### src/design/gzhp_pkg.sv
package gzhp_pkg;

  // Result classes of one byte.
  localparam logic [2:0] CLS_HEADER  = 3'd0;
  localparam logic [2:0] CLS_LAST    = 3'd1;
  localparam logic [2:0] CLS_BAD     = 3'd2;
  localparam logic [2:0] CLS_PAYLOAD = 3'd3;
  localparam logic [2:0] CLS_IGNORED = 3'd4;

  // Magic and method bytes.
  localparam logic [7:0] ID1_BYTE = 8'd31;
  localparam logic [7:0] ID2_BYTE = 8'd139;
  localparam logic [7:0] CM_BYTE  = 8'd8;

  // Flag bit positions within FLG.
  localparam int FL_HCRC    = 1;
  localparam int FL_EXTRA   = 2;
  localparam int FL_NAME    = 3;
  localparam int FL_COMMENT = 4;

  // Bytes of MTIME, XFL and OS, and of the trailer.
  localparam logic [15:0] FIXED_LEN   = 16'd6;
  localparam logic [15:0] HCRC_LEN    = 16'd2;
  localparam logic [32:0] TRAILER_LEN = 33'd8;

  typedef struct packed {
    logic [7:0] data_byte;
    logic       stream_start;
  } item_t;

  typedef struct packed {
    logic [2:0]  byte_class;
    logic [7:0]  data_out;
    logic [31:0] header_length;
    logic [31:0] payload_length;
  } result_t;

endpackage

### src/design/gzhp_in_reg.sv
module gzhp_in_reg (
  input  logic             clk,
  input  logic             rst,
  input  logic             in_valid,
  output logic             in_ready,
  input  gzhp_pkg::item_t  in_item,
  output logic             s0_valid,
  output gzhp_pkg::item_t  s0_item,
  input  logic             s0_take
);

  // The register takes a new item whenever it is empty or being emptied.
  assign in_ready = !s0_valid || s0_take;

  // Valid flag of the input stage.
  always_ff @(posedge clk) begin
    if (rst) begin
      s0_valid <= 1'b0;
    end else if (in_ready) begin
      s0_valid <= in_valid;
    end
  end

  // Payload of the input stage.
  always_ff @(posedge clk) begin
    if (in_valid && in_ready) begin
      s0_item <= in_item;
    end
  end

endmodule

### src/design/gzhp_parse.sv
module gzhp_parse (
  input  logic               clk,
  input  logic               rst,
  input  logic               fire,
  input  gzhp_pkg::item_t    item,
  input  logic [31:0]        file_size,
  output gzhp_pkg::result_t  result
);

  typedef enum logic [3:0] {
    PH_ID1     = 4'd0,
    PH_ID2     = 4'd1,
    PH_CM      = 4'd2,
    PH_FLG     = 4'd3,
    PH_FIXED   = 4'd4,
    PH_XLO     = 4'd5,
    PH_XHI     = 4'd6,
    PH_EXTRA   = 4'd7,
    PH_NAME    = 4'd8,
    PH_COMMENT = 4'd9,
    PH_HCRC    = 4'd10,
    PH_PAYLOAD = 4'd11,
    PH_ERROR   = 4'd12
  } phase_t;

  phase_t       phase, phase_next;
  logic         magic_ok, magic_ok_next;
  logic [4:0]   header_flags, header_flags_next;
  logic [15:0]  skip_count, skip_count_next;
  logic [31:0]  header_bytes, header_bytes_next;

  phase_t       ph;
  logic         mok;
  logic [4:0]   flg;
  logic [15:0]  skip;
  logic [15:0]  skip_dec;
  logic [31:0]  hb;
  logic         in_header;
  logic [2:0]   cls;
  logic [32:0]  used;
  logic [32:0]  fs_wide;
  logic [31:0]  plen;

  // Next enabled section after the one just completed.
  function automatic phase_t next_section(input phase_t done, input logic [4:0] flags);
    phase_t nxt;
    if (done < PH_XLO && flags[gzhp_pkg::FL_EXTRA]) begin
      nxt = PH_XLO;
    end else if (done < PH_NAME && flags[gzhp_pkg::FL_NAME]) begin
      nxt = PH_NAME;
    end else if (done < PH_COMMENT && flags[gzhp_pkg::FL_COMMENT]) begin
      nxt = PH_COMMENT;
    end else if (done < PH_HCRC && flags[gzhp_pkg::FL_HCRC]) begin
      nxt = PH_HCRC;
    end else begin
      nxt = PH_PAYLOAD;
    end
    return nxt;
  endfunction

  // A stream start restarts the parser before the byte is looked at.
  always_comb begin
    ph   = item.stream_start ? PH_ID1 : phase;
    mok  = item.stream_start ? 1'b1 : magic_ok;
    flg  = item.stream_start ? 5'd0 : header_flags;
    skip = item.stream_start ? 16'd0 : skip_count;
    hb   = item.stream_start ? 32'd0 : header_bytes;
  end

  assign skip_dec = skip - 16'd1;

  // Per-byte header walk.
  always_comb begin
    phase_next        = ph;
    magic_ok_next     = mok;
    header_flags_next = flg;
    skip_count_next   = skip;
    header_bytes_next = hb;
    in_header         = 1'b0;
    cls               = gzhp_pkg::CLS_HEADER;
    unique case (ph)
      PH_PAYLOAD: begin
        cls = gzhp_pkg::CLS_PAYLOAD;
      end
      PH_ID1, PH_ID2, PH_CM, PH_FLG, PH_FIXED, PH_XLO, PH_XHI,
      PH_EXTRA, PH_NAME, PH_COMMENT, PH_HCRC: begin
        in_header = 1'b1;
        if (hb != 32'hFFFF_FFFF) begin
          header_bytes_next = hb + 32'd1;
        end
        unique case (ph)
          PH_ID1: begin
            if (item.data_byte != gzhp_pkg::ID1_BYTE) magic_ok_next = 1'b0;
            phase_next = PH_ID2;
          end
          PH_ID2: begin
            if (item.data_byte != gzhp_pkg::ID2_BYTE) magic_ok_next = 1'b0;
            phase_next = PH_CM;
          end
          PH_CM: begin
            if (item.data_byte != gzhp_pkg::CM_BYTE || !mok) begin
              magic_ok_next = 1'b0;
              cls           = gzhp_pkg::CLS_BAD;
              phase_next    = PH_ERROR;
            end else begin
              phase_next = PH_FLG;
            end
          end
          PH_FLG: begin
            header_flags_next = item.data_byte[4:0];
            skip_count_next   = gzhp_pkg::FIXED_LEN;
            phase_next        = PH_FIXED;
          end
          PH_XLO: begin
            skip_count_next = {8'd0, item.data_byte};
            phase_next      = PH_XHI;
          end
          PH_XHI: begin
            skip_count_next = {item.data_byte, skip[7:0]};
            if ({item.data_byte, skip[7:0]} == 16'd0) begin
              phase_next = next_section(PH_EXTRA, flg);
            end else begin
              phase_next = PH_EXTRA;
            end
          end
          PH_NAME, PH_COMMENT: begin
            if (item.data_byte == 8'd0) phase_next = next_section(ph, flg);
          end
          default: begin
            // Counted skips: fixed fields, extra field and header CRC.
            skip_count_next = skip_dec;
            if (skip_dec == 16'd0) begin
              phase_next = next_section((ph == PH_FIXED) ? PH_FIXED : ph, flg);
            end
          end
        endcase
        if (phase_next == PH_HCRC && ph != PH_HCRC) begin
          skip_count_next = gzhp_pkg::HCRC_LEN;
        end
        if (phase_next == PH_PAYLOAD) begin
          cls = gzhp_pkg::CLS_LAST;
        end
      end
      default: begin
        // Error phase, and codes that are never reached.
        phase_next = PH_ERROR;
        cls        = gzhp_pkg::CLS_IGNORED;
      end
    endcase
  end

  // Payload length on the last header byte, floored at zero.
  always_comb begin
    used    = {1'b0, header_bytes_next} + gzhp_pkg::TRAILER_LEN;
    fs_wide = {1'b0, file_size};
    plen    = 32'd0;
    if (in_header && phase_next == PH_PAYLOAD && fs_wide > used) begin
      plen = 32'(fs_wide - used);
    end
  end

  assign result.byte_class     = cls;
  assign result.data_out       = item.data_byte;
  assign result.header_length  = header_bytes_next;
  assign result.payload_length = plen;

  // Parser state, updated as each item leaves the input register.
  always_ff @(posedge clk) begin
    if (rst) begin
      phase        <= PH_ID1;
      magic_ok     <= 1'b1;
      header_flags <= 5'd0;
      skip_count   <= 16'd0;
      header_bytes <= 32'd0;
    end else if (fire) begin
      phase        <= phase_next;
      magic_ok     <= magic_ok_next;
      header_flags <= header_flags_next;
      skip_count   <= skip_count_next;
      header_bytes <= header_bytes_next;
    end
  end

endmodule

### src/design/gzhp_out_reg.sv
module gzhp_out_reg (
  input  logic               clk,
  input  logic               rst,
  input  logic               load,
  input  gzhp_pkg::result_t  res_in,
  output logic               space,
  output logic               out_valid,
  input  logic               out_ready,
  output gzhp_pkg::result_t  res_out
);

  // The register can be loaded when empty or while its item is taken.
  assign space = !out_valid || out_ready;

  // Valid flag of the result register.
  always_ff @(posedge clk) begin
    if (rst) begin
      out_valid <= 1'b0;
    end else if (space) begin
      out_valid <= load;
    end
  end

  // Result payload.
  always_ff @(posedge clk) begin
    if (load) begin
      res_out <= res_in;
    end
  end

endmodule

### src/design/gzip_header_parser.sv
// gzip member header parser. Bytes of a gzip file enter one per cycle on the
// input channel while the result channel is not stalled, and each gives exactly
// one result. The result passes through the input register, then the result
// register, before it is offered on the result channel. A new byte may be
// accepted in every cycle unless the result channel stalls; the parser state
// loop walks the RFC 1952 header and updates as a byte moves from the input
// register to the result register. The file_size register is to be written
// through the cfg channel while the block is idle (the block itself does not
// enforce this) and is used for the payload length reported on the last
// header byte.
module gzip_header_parser (
  input  logic        clk,
  input  logic        rst,
  input  logic        cfg_valid,
  output logic        cfg_ready,
  input  logic [31:0] cfg_data,
  input  logic        in_valid,
  output logic        in_ready,
  input  logic [7:0]  data_byte,
  input  logic        stream_start,
  output logic        out_valid,
  input  logic        out_ready,
  output logic [2:0]  byte_class,
  output logic [7:0]  data_out,
  output logic [31:0] header_length,
  output logic [31:0] payload_length
);

  logic               s0_valid;
  gzhp_pkg::item_t    in_item;
  gzhp_pkg::item_t    s0_item;
  gzhp_pkg::result_t  res_next;
  gzhp_pkg::result_t  res;
  logic               space;
  logic               s0_take;
  logic [31:0]        file_size;

  // Configuration register.
  assign cfg_ready = 1'b1;

  always_ff @(posedge clk) begin
    if (rst) begin
      file_size <= 32'd0;
    end else if (cfg_valid) begin
      file_size <= cfg_data;
    end
  end

  assign in_item.data_byte    = data_byte;
  assign in_item.stream_start = stream_start;

  // An item moves on when the result register has room.
  assign s0_take = s0_valid && space;

  gzhp_in_reg u_in_reg (
    .clk      (clk),
    .rst      (rst),
    .in_valid (in_valid),
    .in_ready (in_ready),
    .in_item  (in_item),
    .s0_valid (s0_valid),
    .s0_item  (s0_item),
    .s0_take  (s0_take)
  );

  gzhp_parse u_parse (
    .clk       (clk),
    .rst       (rst),
    .fire      (s0_take),
    .item      (s0_item),
    .file_size (file_size),
    .result    (res_next)
  );

  gzhp_out_reg u_out_reg (
    .clk       (clk),
    .rst       (rst),
    .load      (s0_take),
    .res_in    (res_next),
    .space     (space),
    .out_valid (out_valid),
    .out_ready (out_ready),
    .res_out   (res)
  );

  assign byte_class     = res.byte_class;
  assign data_out       = res.data_out;
  assign header_length  = res.header_length;
  assign payload_length = res.payload_length;

endmodule

### config.mk
export PLATFORM = sky130hd
export DESIGN_NAME = gzip_header_parser
export DESIGN_NICKNAME = d
export VERILOG_FILES = /design/src/design/gzhp_pkg.sv /design/src/design/gzhp_in_reg.sv /design/src/design/gzhp_parse.sv /design/src/design/gzhp_out_reg.sv /design/src/design/gzip_header_parser.sv
export SDC_FILE = /design/constraint.sdc
export NUM_CORES = 1
export LEC_CHECK = 0
export BUFFER_PORTS_ARGS = -buffer_cell sky130_fd_sc_hd__buf_2
export CAP_MARGIN = 5
export CORE_MARGIN = 3
export CORE_UTILIZATION = 64
export DETAILED_ROUTE_END_ITERATION = 10
export GPL_TIMING_DRIVEN = 0
export MAX_ROUTING_LAYER = met4
export PLACE_DENSITY_LB_ADDON = 0.25
export SYNTH_ARGS = -nofsm -noshare
export SYNTH_HDL_FRONTEND = slang
export SYNTH_SLANG_ARGS = --single-unit
### constraint.sdc
create_clock -name clk -period 12.68 [get_ports clk]
set_input_delay 0.634 -clock clk [delete_from_list [all_inputs] [get_ports clk]]
set_output_delay 0.634 -clock clk [all_outputs]
set_load 0.01 [all_outputs]
==> flow_metrics.tcl <==
set metrics [dict create \
    regToRegSetupSlack_ns 2.92 \
    synth_top_area_cell "edfxtp_1" \
    cts_buffer_depth 2 \
    clock_latency_ns 0.45 \
    synth_most_common_cell "nor2_1" \
    async_reset_ff_share_pct 0 \
    slowest_delay_ns 0.61 \
    status "finished clean" \
    met2WireLength_um 15000 \
    place_congestion 1.05 \
    m1WireLength_um 14300 \
    synth-main-ff-cell "dfxtp_1" \
    ant_nets 0 \
    cp_max_fo 10 \
    irDropWorstVdd_mv 0.109 \
    die_h_um 137 \
    worstMarginPinSlew_ns 0.859 \
    fin_tns_setup_ns 0 \
    h-tree-depth 4 \
    dr.max_layer_used "met4" \
    rows 47 \
    hold_violations 0 \
    start_kind "register" \
    diodes 0 \
    io_buffers 121 \
    synthCells 1255 \
    synth_common_cells "nor2_1, nand2_1, dfxtp_1" \
    powerDensity_nw_per_um2 113 \
    start_util_pct 66.0 \
    cp-startpoint "u_in_reg.s0_item[0]$_DFFE_PP_" \
    met3_length_um 4340 \
    antenna_found_initial 0 \
    arrival_ns 9.98 \
    syn2layout_area_growth_pct 13.9 \
    drv_cap 0 \
    clock-sinks 175 \
    hold_depth 1 \
    drive_gt1_share_pct 15.2 \
    drtPass1Iterations 5 \
    synth_area_um2 11000 \
    ctsResizeCount 0 \
    num_io_pins 124 \
    yosysWarnings 0 \
    r2r-end "u_out_reg.res_out[31]$_SDFFCE_PN0P_" \
    setup_violations 0 \
    cts_tree "yes" \
    core-area_um2 16700 \
    cts_setup_buffers 0 \
    r2r_start "u_in_reg.s0_item[0]$_DFFE_PP_" \
    wl_um 34700 \
    path_clk_slew_ns 0.08 \
    slew_headroom_pct 41.3 \
    period_share_pct 76.9 \
    first_iter_violations 1499 \
    rsz0062_at_grt "no" \
    dp_hpwl_um 25600 \
    worst_clock_skew_ns 0.0120 \
    end_kind "register" \
    yosysUniqueCellTypes 91 \
    grt_overflow 0 \
    hold_end "u_in_reg.s0_item[4]$_DFFE_PP_" \
    syn_avg_cell_area_um2 8.78 \
    grt_pass1_vias 9747 \
    track_usage_pct 38.3 \
    grt_pass1_wl_um 53700 \
    fmax_mhz 103 \
    wl_per_cell_um 21.3 \
    fillers 1300 \
    ys_seq_elements 175 \
    finalCriticalPeriod_ns 9.76 \
    die_w_um 137 \
    reg2reg_depth 28 \
    drc 0 \
    synth_area_leaders "edfxtp_1, dfxtp_1, nor2_1" \
    vias_per_cell 6.57 \
    synth_edf_count 84 \
    synth_top_area_share_pct 22.9 \
    slowest_stage "buf_1" \
    finalMaxSlewViolations 0 \
    dieArea_um2 18800 \
    cts_buffers 17 \
    post-route-util_pct 75.2 \
    seq_area_frac_synth_pct 39.4 \
    cp_data_required_time_ns 12.90 \
    num_vias 10700 \
    path_class "reg -> reg" \
    cts_hold_buf 0 \
    hold_start "data_byte[3]" \
    clockRootBuffer "clkbuf_16" \
    fin_nets 1481 \
    leakagePower_nw 4.82 \
    grt_max_degree 54 \
    hold_class "in -> reg" \
    syn-num-nets 1339 \
]
==> flip-flops by register name (all words and copies together), names as in the netlist <==
register / flops
u_out_reg.res_out: 75
file_size: 32
u_parse.header_bytes: 32
u_parse.skip_count: 16
u_in_reg.s0_item: 9
u_parse.header_flags: 4
u_parse.phase: 4
u_in_reg.s0_valid: 1
u_out_reg.out_valid: 1
u_parse.magic_ok: 1
==> layout by cell type (no fill, tap or decap), types with 21 or more instances in the layout <==
cell type  instances
edfxtp_1          84
nand3_1           38
nand4_1           23
nor2b_1           28
a211oi_1          22
mux2i_1           39
dfxtp_1           91
a21o_1            21
xnor2_1           47
nand2_1          123
a21oi_1           69
buf_2            136
nor2_1           147
xor2_1            25
and3_1            22
ha_1              37
nor3_1            65
o21ai_0           44
clkbuf_1          44
inv_1             30
==> metrics by stage <==
stage / worst slack (ns) / hold slack (ns) / std cells / area [um2] / power (mW)
floorplan: 5.91 / 0.453 / 1255 / 11000 / 0.799
CTS: 3.21 / 0.357 / 1629 / 12600 / 1.42
global route: 2.46 / 0.352 / 1630 / 12600 / 1.47
detailed placement: 3.33 / 0.471 / 1597 / 11900 / 0.871
finish: 2.92 / 0.357 / 1630 / 12600 / 1.42
global placement: 3.30 / 0.465 / 1596 / 11900 / 0.865
==> routing by layer <==
layer  vias up  track usage [%]
li1       4906                -
met1      4972             53.8
met2       739             55.4
met3        99             8.22
met4         0             12.5
met5         -                -
==> worst max-delay path, delay by kind of cell (launching register included) <==
family	cells	cell delay, ns
buffers and inverters	7	3.32
xor gates and xnor gates	1	0.09
AOI/OAI and AO/OA	6	2.05
adders and majority gates	3	0.89
and+or+nand+nor	11	2.63
DFF	1	0.53
==> final cells by class <==
| class | count | area, um2 | area share, % |
|---|---|---|---|
| multi-input combinational | 976 | 6240 | 49.7 |
| sequential | 175 | 4340 | 34.6 |
| inverter | 31 | 116 | 0.926 |
| tap | 220 | 275 | 2.19 |
| timing repair buffer | 123 | 641 | 5.10 |
| clock inverter | 15 | 190 | 1.51 |
| buffer | 73 | 324 | 2.58 |
| clock buffer | 17 | 425 | 3.39 |
==> where the power goes <==
part	switching, mW	internal, mW	total [mW]
clock network	0.254	0.301	0.556
registers	0.0165	0.615	0.632
logic	0.149	0.0886	0.237
total	0.419	1.01	1.42
==> how the worst max path moves through the flow <==
stage	slack [ns]	to
after floorplan	5.91	u_out_reg.res_out[21]$_SDFFCE_PN0P_
after detailed placement	3.33	u_out_reg.res_out[31]$_SDFFCE_PN0P_
after CTS	3.21	u_out_reg.res_out[31]$_SDFFCE_PN0P_
after global routing	2.46	u_out_reg.res_out[31]$_SDFFCE_PN0P_
after global placement	3.30	u_out_reg.res_out[31]$_SDFFCE_PN0P_
final	2.92	u_out_reg.res_out[31]$_SDFFCE_PN0P_
==> cells by family (layout without fill, tap and decap cells) <==
logic type / Yosys count / count (layout) / synth area share, %
AND/OR/NAND/NOR: 564 / 564 / 26.4
AO/OA/AOI/OAI: 258 / 258 / 16.1
flip-flops: 175 / 175 / 39.4
buffers and inverters: 104 / 259 / 3.96
XOR/XNOR: 72 / 72 / 5.72
multiplexers: 43 / 43 / 3.98
adder cells (fa/ha/maj): 38 / 38 / 4.38
other: 1 / 1 / 0.0340
No activity file was read; power rests on OpenSTA's default activity.
